File: config.mk
export PLATFORM = sky130hd
export DESIGN_NAME = spe_back
export DESIGN_NICKNAME = d
export VERILOG_FILES = /design/src/rtl/core/spe_pkg.sv /design/src/rtl/core/spe_back.sv
export SDC_FILE = /design/constraint.sdc
export NUM_CORES = 1
export LEC_CHECK = 0
export ABC_CLOCK_PERIOD_IN_PS = 3300
export BUFFER_PORTS_ARGS = -buffer_cell sky130_fd_sc_hd__buf_4
export CORE_ASPECT_RATIO = 1.75
export CORE_MARGIN = 3
export CORE_UTILIZATION = 34
export CTS_CLUSTER_SIZE = 30
export DETAILED_ROUTE_END_ITERATION = 10
export SLEW_MARGIN = 20
export SYNTH_ARGS = -nofsm -noshare
export SYNTH_HDL_FRONTEND = slang
export SYNTH_SLANG_ARGS = --single-unit
File: constraint.sdc
create_clock -name clk_i -period 3.3 [get_ports clk_i]
set_input_delay 0.66 -clock clk_i [delete_from_list [all_inputs] [get_ports clk_i]]
set_output_delay 0.66 -clock clk_i [all_outputs]
set_load 0.03 [all_outputs]
File: src/rtl/core/spe_pkg.sv
// shared widths, constants and types of the sinusoidal position code adder
package spe_pkg;

  localparam int unsigned VALUE_W   = 16;
  localparam int unsigned POS_W     = 10;
  localparam int unsigned COL_W     = 9;
  localparam int unsigned PAIR_W    = COL_W - 1;
  localparam int unsigned ROM_DEPTH = 1 << PAIR_W;
  localparam int unsigned ANG_W     = 32;
  localparam int unsigned CODE_W    = 16;
  localparam int unsigned WRAP_SH   = 20;

  localparam longint unsigned LOG2_10000_Q32 = 64'd57070290109;
  localparam longint unsigned LN2_Q32        = 64'd2977044472;
  localparam longint unsigned INV2PI_Q32     = 64'd683565276;

  localparam logic signed [ANG_W-1:0] CORDIC_GAIN_Q30 = 32'sd652032874;

  localparam int unsigned ATAN_ENTRIES = 24;
  localparam logic signed [ANG_W-1:0] ATAN_TURNS [ATAN_ENTRIES] = '{
    32'sd536870912, 32'sd316933406, 32'sd167458907, 32'sd85004756,
    32'sd42667331,  32'sd21354465,  32'sd10679838,  32'sd5340245,
    32'sd2670163,   32'sd1335087,   32'sd667544,    32'sd333772,
    32'sd166886,    32'sd83443,     32'sd41722,     32'sd20861,
    32'sd10430,     32'sd5215,      32'sd2608,      32'sd1304,
    32'sd652,       32'sd326,       32'sd163,       32'sd81
  };

  typedef struct packed {
    logic signed [VALUE_W-1:0] value;
    logic                      odd;
    logic [1:0]                quad;
    logic signed [ANG_W-1:0]   x;
    logic signed [ANG_W-1:0]   y;
    logic signed [ANG_W-1:0]   z;
  } spe_cell_t;

endpackage

File: src/rtl/core/spe_back.sv
// back pipeline: quadrant fold, rounding to q4.12 and saturating add
module spe_back
  import spe_pkg::*;
(
  input  logic                      clk_i,
  input  logic                      rst_ni,
  input  logic                      valid_i,
  output logic                      stall_o,
  input  spe_cell_t                 data_i,
  output logic                      valid_o,
  input  logic                      stall_i,
  output logic signed [VALUE_W-1:0] sum_o
);

  logic hold5, hold6, hold_out;
  logic s5_v_q, s6_v_q, out_v_q;

  logic signed [ANG_W-1:0]   sel_v, s5_v_val_q, round_sum;
  logic signed [VALUE_W-1:0] s5_value_q, s6_value_q, sum_d, sum_q;
  logic signed [CODE_W-1:0]  s6_code_q;
  logic signed [VALUE_W:0]   wide_sum;

  assign hold_out = out_v_q && stall_i;
  assign hold6    = s6_v_q && hold_out;
  assign hold5    = s5_v_q && hold6;
  assign stall_o  = hold5;

  always_comb begin
    case (data_i.quad)
      2'd0:    sel_v = data_i.odd ? data_i.x : data_i.y;
      2'd1:    sel_v = data_i.odd ? -data_i.y : data_i.x;
      2'd2:    sel_v = data_i.odd ? -data_i.x : -data_i.y;
      default: sel_v = data_i.odd ? data_i.y : -data_i.x;
    endcase
  end

  assign round_sum = s5_v_val_q + 32'sd131072;

  assign wide_sum = {s6_value_q[VALUE_W-1], s6_value_q}
                  + {s6_code_q[CODE_W-1], s6_code_q};

  always_comb begin
    if (wide_sum[VALUE_W] != wide_sum[VALUE_W-1]) begin
      sum_d = wide_sum[VALUE_W] ? 16'sh8000 : 16'sh7FFF;
    end else begin
      sum_d = wide_sum[VALUE_W-1:0];
    end
  end

  always_ff @(posedge clk_i or negedge rst_ni) begin
    if (!rst_ni) begin
      s5_v_q  <= 1'b0;
      s6_v_q  <= 1'b0;
      out_v_q <= 1'b0;
    end else begin
      if (!hold5)    s5_v_q  <= valid_i;
      if (!hold6)    s6_v_q  <= s5_v_q;
      if (!hold_out) out_v_q <= s6_v_q;
    end
  end

  always_ff @(posedge clk_i) begin
    if (valid_i && !hold5) begin
      s5_v_val_q <= sel_v;
      s5_value_q <= data_i.value;
    end
    if (s5_v_q && !hold6) begin
      s6_code_q  <= CODE_W'(round_sum >>> 18);
      s6_value_q <= s5_value_q;
    end
    if (s6_v_q && !hold_out) begin
      sum_q <= sum_d;
    end
  end

  assign valid_o = out_v_q;
  assign sum_o   = sum_q;

endmodule

; After elaboration in Yosys (flattened, before gate mapping)
; Cells that the tools add are included.
[totals]
reg_bits = 97
inputBits = 119
out_inout_bits = 18
word_cells = 32
[op_classes]
add_sub_neg = 4
n_eq_ne = 3
n_mux = 7
n_reduce_logical = 10
[op_table]
columns = op, n
row1 = $mux W32, 4
row2 = $pmux W32 S3, 1
row3 = $neg A32 Y32, 2
row4 = $add A32 B19 Y32 const B, 1
row5 = $mux W16, 2
row6 = $add A16 B14 Y17, 1
row7 = $logic_and A1 B1 Y1, 6
row8 = $logic_not A1 Y1, 3
row9 = $eq A2 B1 Y1 const B, 1
row10 = $eq A2 B2 Y1 const B, 1
row11 = $logic_not A2 Y1, 1
row12 = $ne A1 B1 Y1, 1

; Depth between registers and ports, before layout
; Gate-level depths: netlist of the first run.
[depth]
ltp_word = 5
mapped_depth = 11
ltp_nobuf = 10

; Worst setup path before layout of the first run
; No wires, ideal clock.
[synth_timing]
path_kind = input to register
from = input port data_i[51] (netlist bit)
to = register s5_v_val_q[28] (data pin)
setup_time_ps = 257
arrival_time_ps = 2749
required_time_ps = 3043
setup_slack_ps = 295
cell_stages = 7
path_buffers = 0
path_cell_list = or4_4 > or4b_4 > or4_4 > o21a_1 > xnor2_1 > mux2i_1 > a32o_1
[synth_between]
elab_chain_cells = 3
[synth_lines]
columns = element, line
row1 = "start, declared", spe_back.sv:9  ; input spe_cell_t data_i,
row2 = $neg A32 Y32 (*), "spe_back.sv:31, spe_back.sv:32"
row3 = "$mux W32, on equally long branches", "spe_back.sv:32, spe_back.sv:31"
row4 = $pmux W32 S3 (*), spe_back.sv:29  ; case (data_i.quad)
row5 = named net sel_v[28], spe_back.sv:18  ; logic signed [ANG_W-1:0] sel_v, s5_v_val_q, round_sum;
row6 = "end signal, assigned", spe_back.sv:64  ; s5_v_val_q <= sel_v;
row7 = "end, declared", spe_back.sv:18
; Mark *: on every way through the listed nets, which the timed path passes. The rest lies on a longest branch.
; A chain may end at the register's enable or synchronous reset.

; Final worst setup path of the first run
[layout_timing]
from = register s6_value_q[1]
to = register sum_q[10], in the netlist sum_o[10] (data pin)
[layout_between]
elab_chain_cells = 3
[layout_lines]
columns = element, line
row1 = "start, declared", spe_back.sv:19  ; logic signed [VALUE_W-1:0] s5_value_q, s6_value_q, sum_d, sum_q;
row2 = "start signal, assigned", spe_back.sv:69  ; s6_value_q <= s5_value_q;
row3 = $add A16 B14 Y17 (*), spe_back.sv:40  ; + {s6_code_q[CODE_W-1], s6_code_q};
row4 = $mux W16 / $ne A1 B1 Y1 (equally long branches), "spe_back.sv:44, spe_back.sv:43"
row5 = $mux W16 (*), spe_back.sv:43  ; if (wide_sum[VALUE_W] != wide_sum[VALUE_W-1]) begin
row6 = named net sum_d[10], spe_back.sv:19
row7 = "end signal, assigned", spe_back.sv:72  ; sum_q <= sum_d;
row8 = "end, declared", spe_back.sv:19
; Marks and branches as above.

==> metrics, run 1 <==
outcome finished, final reports clean; CP Capture Type flop; total leakage power 2.48 nW; busiest layer in global routing met2; dpl cell area 0.00618 sq mm; dominant register cell in the synthesized netlist edfxtp_1; transition at the pin with the smallest max-transition slack 526 ps; Post-CTS Repair Setup Buffers 0; synth unique cells 62; final worst path period need 3000 ps; Yosys warning count 0; routed wire length 13100 microns; residual antenna-violating net count after detailed routing 0; maximum vdd drop 247 uV; wire length per cell after detailed routing 16.4 microns; Port-buffer cells 104; met2 usage in global routing 0.309; average via count per standard cell 5.58; launching element type of the critical path flop; global-route met1 utilization 0.150; largest fanout of any net on the critical path 14; post-CTS sizing 0; class of the most critical hold timing path input pin to asynchronous set/reset pin; total negative setup slack 0 ps; # diodes 0; drc violations 0; final setup violation count 0; Root Buffer Master clkbuf_16; post-synthesis instance area 0.00507 sq mm; Non-Filler Cell Area, Final 0.00646 sq mm; routability congestion estimate from global placement 0.914; Hold Fails Final Rpt 0; initial core utilization 0.349; layout overhead on the synthesized area 27.5%; Final Net Count 751; clock tree skew after final layout 4.44 ps; Worst Path Class, Setup flop to flop; clock-pin slew of the registers on the worst-case setup and hold paths 60 ps; fraction of final layout cells with drive strength greater than 1 0.249; global-route usage over all layers 0.159; vertical extent of the die 168 microns; remaining global-route overflow 0; max_cap viols 0; row count 58; Post-CTS Hold Buffers 0; Worst Path Arrival 3210 ps; Core ar. 0.0145 sq mm; Detailed Place HPWL 10200 microns; total number of H-tree levels 3; ys async rst share 0.0375; total of fill cells in the finished design 1420; post-route fraction of the period consumed by the critical path 0.908; number of buffers on the longest clock path 2; unrepaired setup endpoints after global routing false; global-route wire length before repair 21200 microns; synthesized area divided by synthesized cell count 10.3 sq um; number of clock buffers inserted by TritonCTS 9; met3 Track Usage GR 0.0279; pin count of the biggest net entering global routing 39; final number of max-transition violations 0; number of sinks on the clock net 80; Pwr per Cell Area 485 mW/mm^2; die footprint 0.0165 sq mm; vias after detailed routing 4458; critical path data required time 3510 ps; CTS tree done; number of nets produced by synthesis 631; detailed-router iteration count before antenna repair 5; via count of the first global-routing pass 4570; post-synthesis sequential area ratio 0.471; worst slew slack as a fraction of its limit 0.649; width of the die 98.3 microns; I/O pins 137; number of antenna violations at the first check in global routing 0; DRC marker count from the first detailed-route iteration 231; Max Clock Freq 334 MHz; EDFF count, synth 77; clk_lat worst skew 340 ps; number of instances in the synthesized netlist 494; Power, Total 3.14 mW; register bit count reported by yosys 80
[routing by layer]
| metal | wire (microns) | vias to the layer above |
|---|---|---|
| met3 | 624 | 39 |
| li1 | - | 2162 |
| met2 | 7390 | 160 |
| met1 | 4430 | 2097 |
| met5 | 0 | - |
| met4 | 683 | 0 |
[flip-flops by register name (all words and copies together) (netlist names)]
name,flops
s5_v_q,1
s5_v_val_q,15
s5_value_q,16
s6_code_q,14
s6_v_q,1
s6_value_q,16
sum_o,16
valid_o,1
[cell usage in the layout (no fill, tap or decap), types with 7 or more instances in the layout]
| master | count |
|---|---|
| inv_1 | 9 |
| a31oi_1 | 8 |
| a21o_1 | 17 |
| buf_4 | 127 |
| clkbuf_16 | 9 |
| xnor2_1 | 24 |
| nor2_1 | 41 |
| o211ai_1 | 10 |
| mux2i_1 | 9 |
| nand3_1 | 19 |
| edfxtp_1 | 77 |
| nor3_1 | 19 |
| nand2b_1 | 8 |
| o21ai_0 | 24 |
| xor2_1 | 13 |
| a21oi_1 | 30 |
| ha_1 | 17 |
| nor2b_1 | 7 |
| nand2_1 | 34 |
[cells in the mapped netlist, drive strengths merged, types with 3 or more instances]
library cell,count,area share
edfxtp,77,0.46
nor2,41,0.030
nand2,34,0.025
a21oi,30,0.030
o21ai,24,0.024
xnor2,24,0.041
nand3,19,0.019
nor3,19,0.019
a21o,17,0.025
ha,17,0.042
clkbuf,15,0.011
xor2,13,0.022
o211ai,10,0.015
inv,9,0.0067
mux2i,9,0.018
nor4,9,0.015
a31oi,8,0.0099
nand2b,8,0.0099
or4,8,0.013
nor2b,7,0.0086
nand4,6,0.0074
o21a,6,0.0089
o31ai,6,0.0089
or3,5,0.0062
a211o,4,0.0069
and2,4,0.0049
and3,4,0.0049
a211oi,3,0.0044
a311oi,3,0.0052
buf,3,0.0022
dfrtp,3,0.015
o31a,3,0.0052
or2,3,0.0037
[critical path: stages, from the launching register on]
cell       delay, ps
edfxtp_1         400
ha_1             330
a211oi_1         370
o21ai_0          280
o21a_1           280
o2111ai_1        370
nand2_1          160
o31ai_1          280
buf_4            250
o21a_1           150
[cell families after synthesis]
| kind of cell | share of synthesized area |
|---|---|
| buf+inv | 0.0215 |
| simple gates | 0.182 |
| compound gates | 0.193 |
| flops | 0.471 |
| mux | 0.0200 |
| xor+xnor | 0.0639 |
| fa+ha+maj | 0.0479 |
[metrics by stage]
| stage | setup slack (ps) | hold WS, ps | util | instances |
|---|---|---|---|---|
| 2_1_floorplan | 295 | 364 | - | 494 |
| 3_3_place_gp | 67.6 | 403 | 0.426 | 783 |
| 3_5_place_dp | 37.3 | 406 | 0.426 | 783 |
| 4_1_cts | 371 | 86.0 | 0.445 | 799 |
| 5_1_grt | 124 | 79.9 | 0.445 | 799 |
| 6_report | 304 | 99.9 | 0.445 | 799 |
[path summary, 6_finish.rpt]
path | startpoint | endpoint | slack (ps) | depth (start not counted)
min reg2reg | s5_value_q[0] | s6_value_q[0] | 420 | 0
max in group asynchronous | rst_ni | valid_o | 3100 | 1
min | rst_ni | s5_v_q | 100 | 1
min in group clk_i | s5_value_q[0] | s6_value_q[0] | 420 | 0
max | s6_value_q[1] | sum_o[10] | 300 | 9
max reg2reg | s6_value_q[1] | sum_o[10] | 300 | 9
[power breakdown]
| part | switching (mW) | total (mW) | internal [mW] | leakage (nW) |
|---|---|---|---|---|
| combinational | 0.491 | 0.879 | 0.387 | 1.58 |
| clock | 0.404 | 0.923 | 0.519 | 0.131 |
| sequential | 0.0466 | 1.34 | 1.29 | 0.773 |
| total | 0.942 | 3.14 | 2.20 | 2.48 |
[final cells by class]
type	count	area, sq um	share of cell area
multi-input combinational	385	2570	0.398
clock buffer	10	229	0.0354
inverter	11	41.3	0.00639
clock inverter	6	52.6	0.00813
timing repair buffer	127	953	0.148
sequential	80	2390	0.369
tap	180	225	0.0348
Note: power is estimated with default switching activity, not from simulation.
==> inputs of run 2 (changes only) <==
ABC_CLOCK_PERIOD_IN_PS = 2800   (was 3300)
SETUP_SLACK_MARGIN = 0.15   (was not set)
clock period = 2.8 ns   (was 3.3 ns; I/O delays follow)
==> metrics, run 2 (synthesis results as in run 1) <==
outcome complete, but fails checks; failing checks negative setup slack; final worst setup slack -3.40 ps; Max Clock Freq 357 MHz; initial core utilization 0.349; critical path data required time 2890 ps; cell at the slowest stage of the critical path or4_4; number of sinks on the clock net 80; I/O pins 137; drc violations 0; pin count of the biggest net entering global routing 32; Pwr per Cell Area 565 mW/mm^2; worst slack at placement -371 ps; Crit path largest cell delay 550 ps; Critical Path, Cell by Cell buf_6 > or4_4 > or4b_4 > or4_4 > o21a_1 > xnor2_1 > mux2i_1 > a32o_1; post-layout instance count excluding filler cells 830; number of clock buffers inserted by TritonCTS 9; instance count after placement with tap cells included 805; total leakage power 2.69 nW; Final Net Count 782; CP Capture Type flop; CP dominant cell by count or4_4; Root Buffer Master clkbuf_16; routability congestion estimate from global placement 0.923; final setup violation count 1; width of the die 98.3 microns; Core ar. 0.0145 sq mm; row count 58; layout overhead on the synthesized area 37.5%; clock tree skew after final layout 5.91 ps; Detailed Place HPWL 10500 microns; detailed-router iteration count before antenna repair 4; vertical extent of the die 168 microns; max_cap viols 0; routed wire length 13900 microns; register area 0.00239 sq mm; final worst path period need 2800 ps; die footprint 0.0165 sq mm; total negative setup slack -3.40 ps; total of fill cells in the finished design 1384; launching element type of the critical path input pin; clock-pin slew of the registers on the worst-case setup and hold paths 60 ps; global-route wire length before repair 21500 microns; wire length per cell after detailed routing 16.8 microns; post-route fraction of the period consumed by the critical path 1.00; Power, Total 3.94 mW; worst slew slack as a fraction of its limit 0.616; final number of max-transition violations 0; Port-buffer cells 104; unrepaired setup endpoints after global routing true; maximum vdd drop 314 uV; transition at the pin with the smallest max-transition slack 572 ps; Non-Filler Cell Area, Final 0.00697 sq mm; CTS tree done; Largest delay share family, worst path simple AND/OR/NAND/NOR gates; Hold Fails Final Rpt 0; Bufs and invs on worst path 1; most used cells in the layout excluding fill and tap cells buf_4 (152), edfxtp_1 (77), nor2_1 (40); residual antenna-violating net count after detailed routing 0; Worst Path Arrival 2890 ps; number of buffers on the longest clock path 2; dpl cell area 0.00636 sq mm; remaining global-route overflow 0; average via count per standard cell 5.54; total number of H-tree levels 3; number of antenna violations at the first check in global routing 0; via count of the first global-routing pass 4608; clk_lat worst skew 330 ps; largest fanout of any net on the critical path 2; Worst Path Class, Setup input pin to flop; # diodes 0; fraction of final layout cells with drive strength greater than 1 0.335; multi-input gate area in the final layout 0.00281 sq mm; most frequent standard cell in the layout excluding fill and tap cells buf_4; global-route usage over all layers 0.162; DRC marker count from the first detailed-route iteration 245; vias after detailed routing 4595; class of the most critical hold timing path input pin to flop
## run 2: area by class of cell
type | count | share of cell area
Multi-Input combinational cell | 385 | 0.404
Inverter | 11 | 0.00592
Tap cell | 180 | 0.0323
Clock inverter | 6 | 0.00969
Clock buffer | 10 | 0.0328
Sequential cell | 80 | 0.342
Timing Repair Buffer | 158 | 0.173
## run 2: per-stage QoR
stage,hold slack [ps],util
after floorplan,264,-
after global placement,349,0.438
after detailed placement,351,0.438
after CTS,380,0.465
after global routing,373,0.480
final,398,0.480
## run 2: worst paths after layout
path / startpoint / to / slack [ps] / cells after the start
max in group asynchronous: rst_ni / s5_v_q / 2160 / 2
min in group asynchronous: rst_ni / s6_v_q / 550 / 2
hold reg to reg: s5_value_q[15] / s6_value_q[15] / 420 / 0
hold / removal: data_i[113] / s5_value_q[14] / 400 / 1
setup / recovery: data_i[51] / s5_v_val_q[28] / -3 / 8
setup reg to reg: s6_value_q[7] / sum_o[12] / 200 / 10
## run 2: timing repair
item,4_1_cts,5_1_grt
pin swaps,4,15
cloned,0,1
gates resized for setup,15,40
hold buffers,1,0
buffers inserted,2,5
endpoints found under the hold margin,3,0
endpoints found under the setup margin,20,21
## run 2: power breakdown
| part | leakage (nW) | internal [mW] | total [mW] | switching, mW |
|---|---|---|---|---|
| registers | 0.773 | 1.52 | 1.58 | 0.0615 |
| clock network | 0.139 | 0.695 | 1.16 | 0.464 |
| logic | 1.77 | 0.546 | 1.20 | 0.651 |
| total | 2.69 | 2.76 | 3.94 | 1.18 |
## run 2: metal layers
layer,global-route usage,vias to the layer above,part of all wire
met1,0.145,2195,0.33
met3,0.0279,39,0.042
met4,0.0993,0,0.046
met5,0,-,0
met2,0.322,134,0.58
li1,-,2227,-
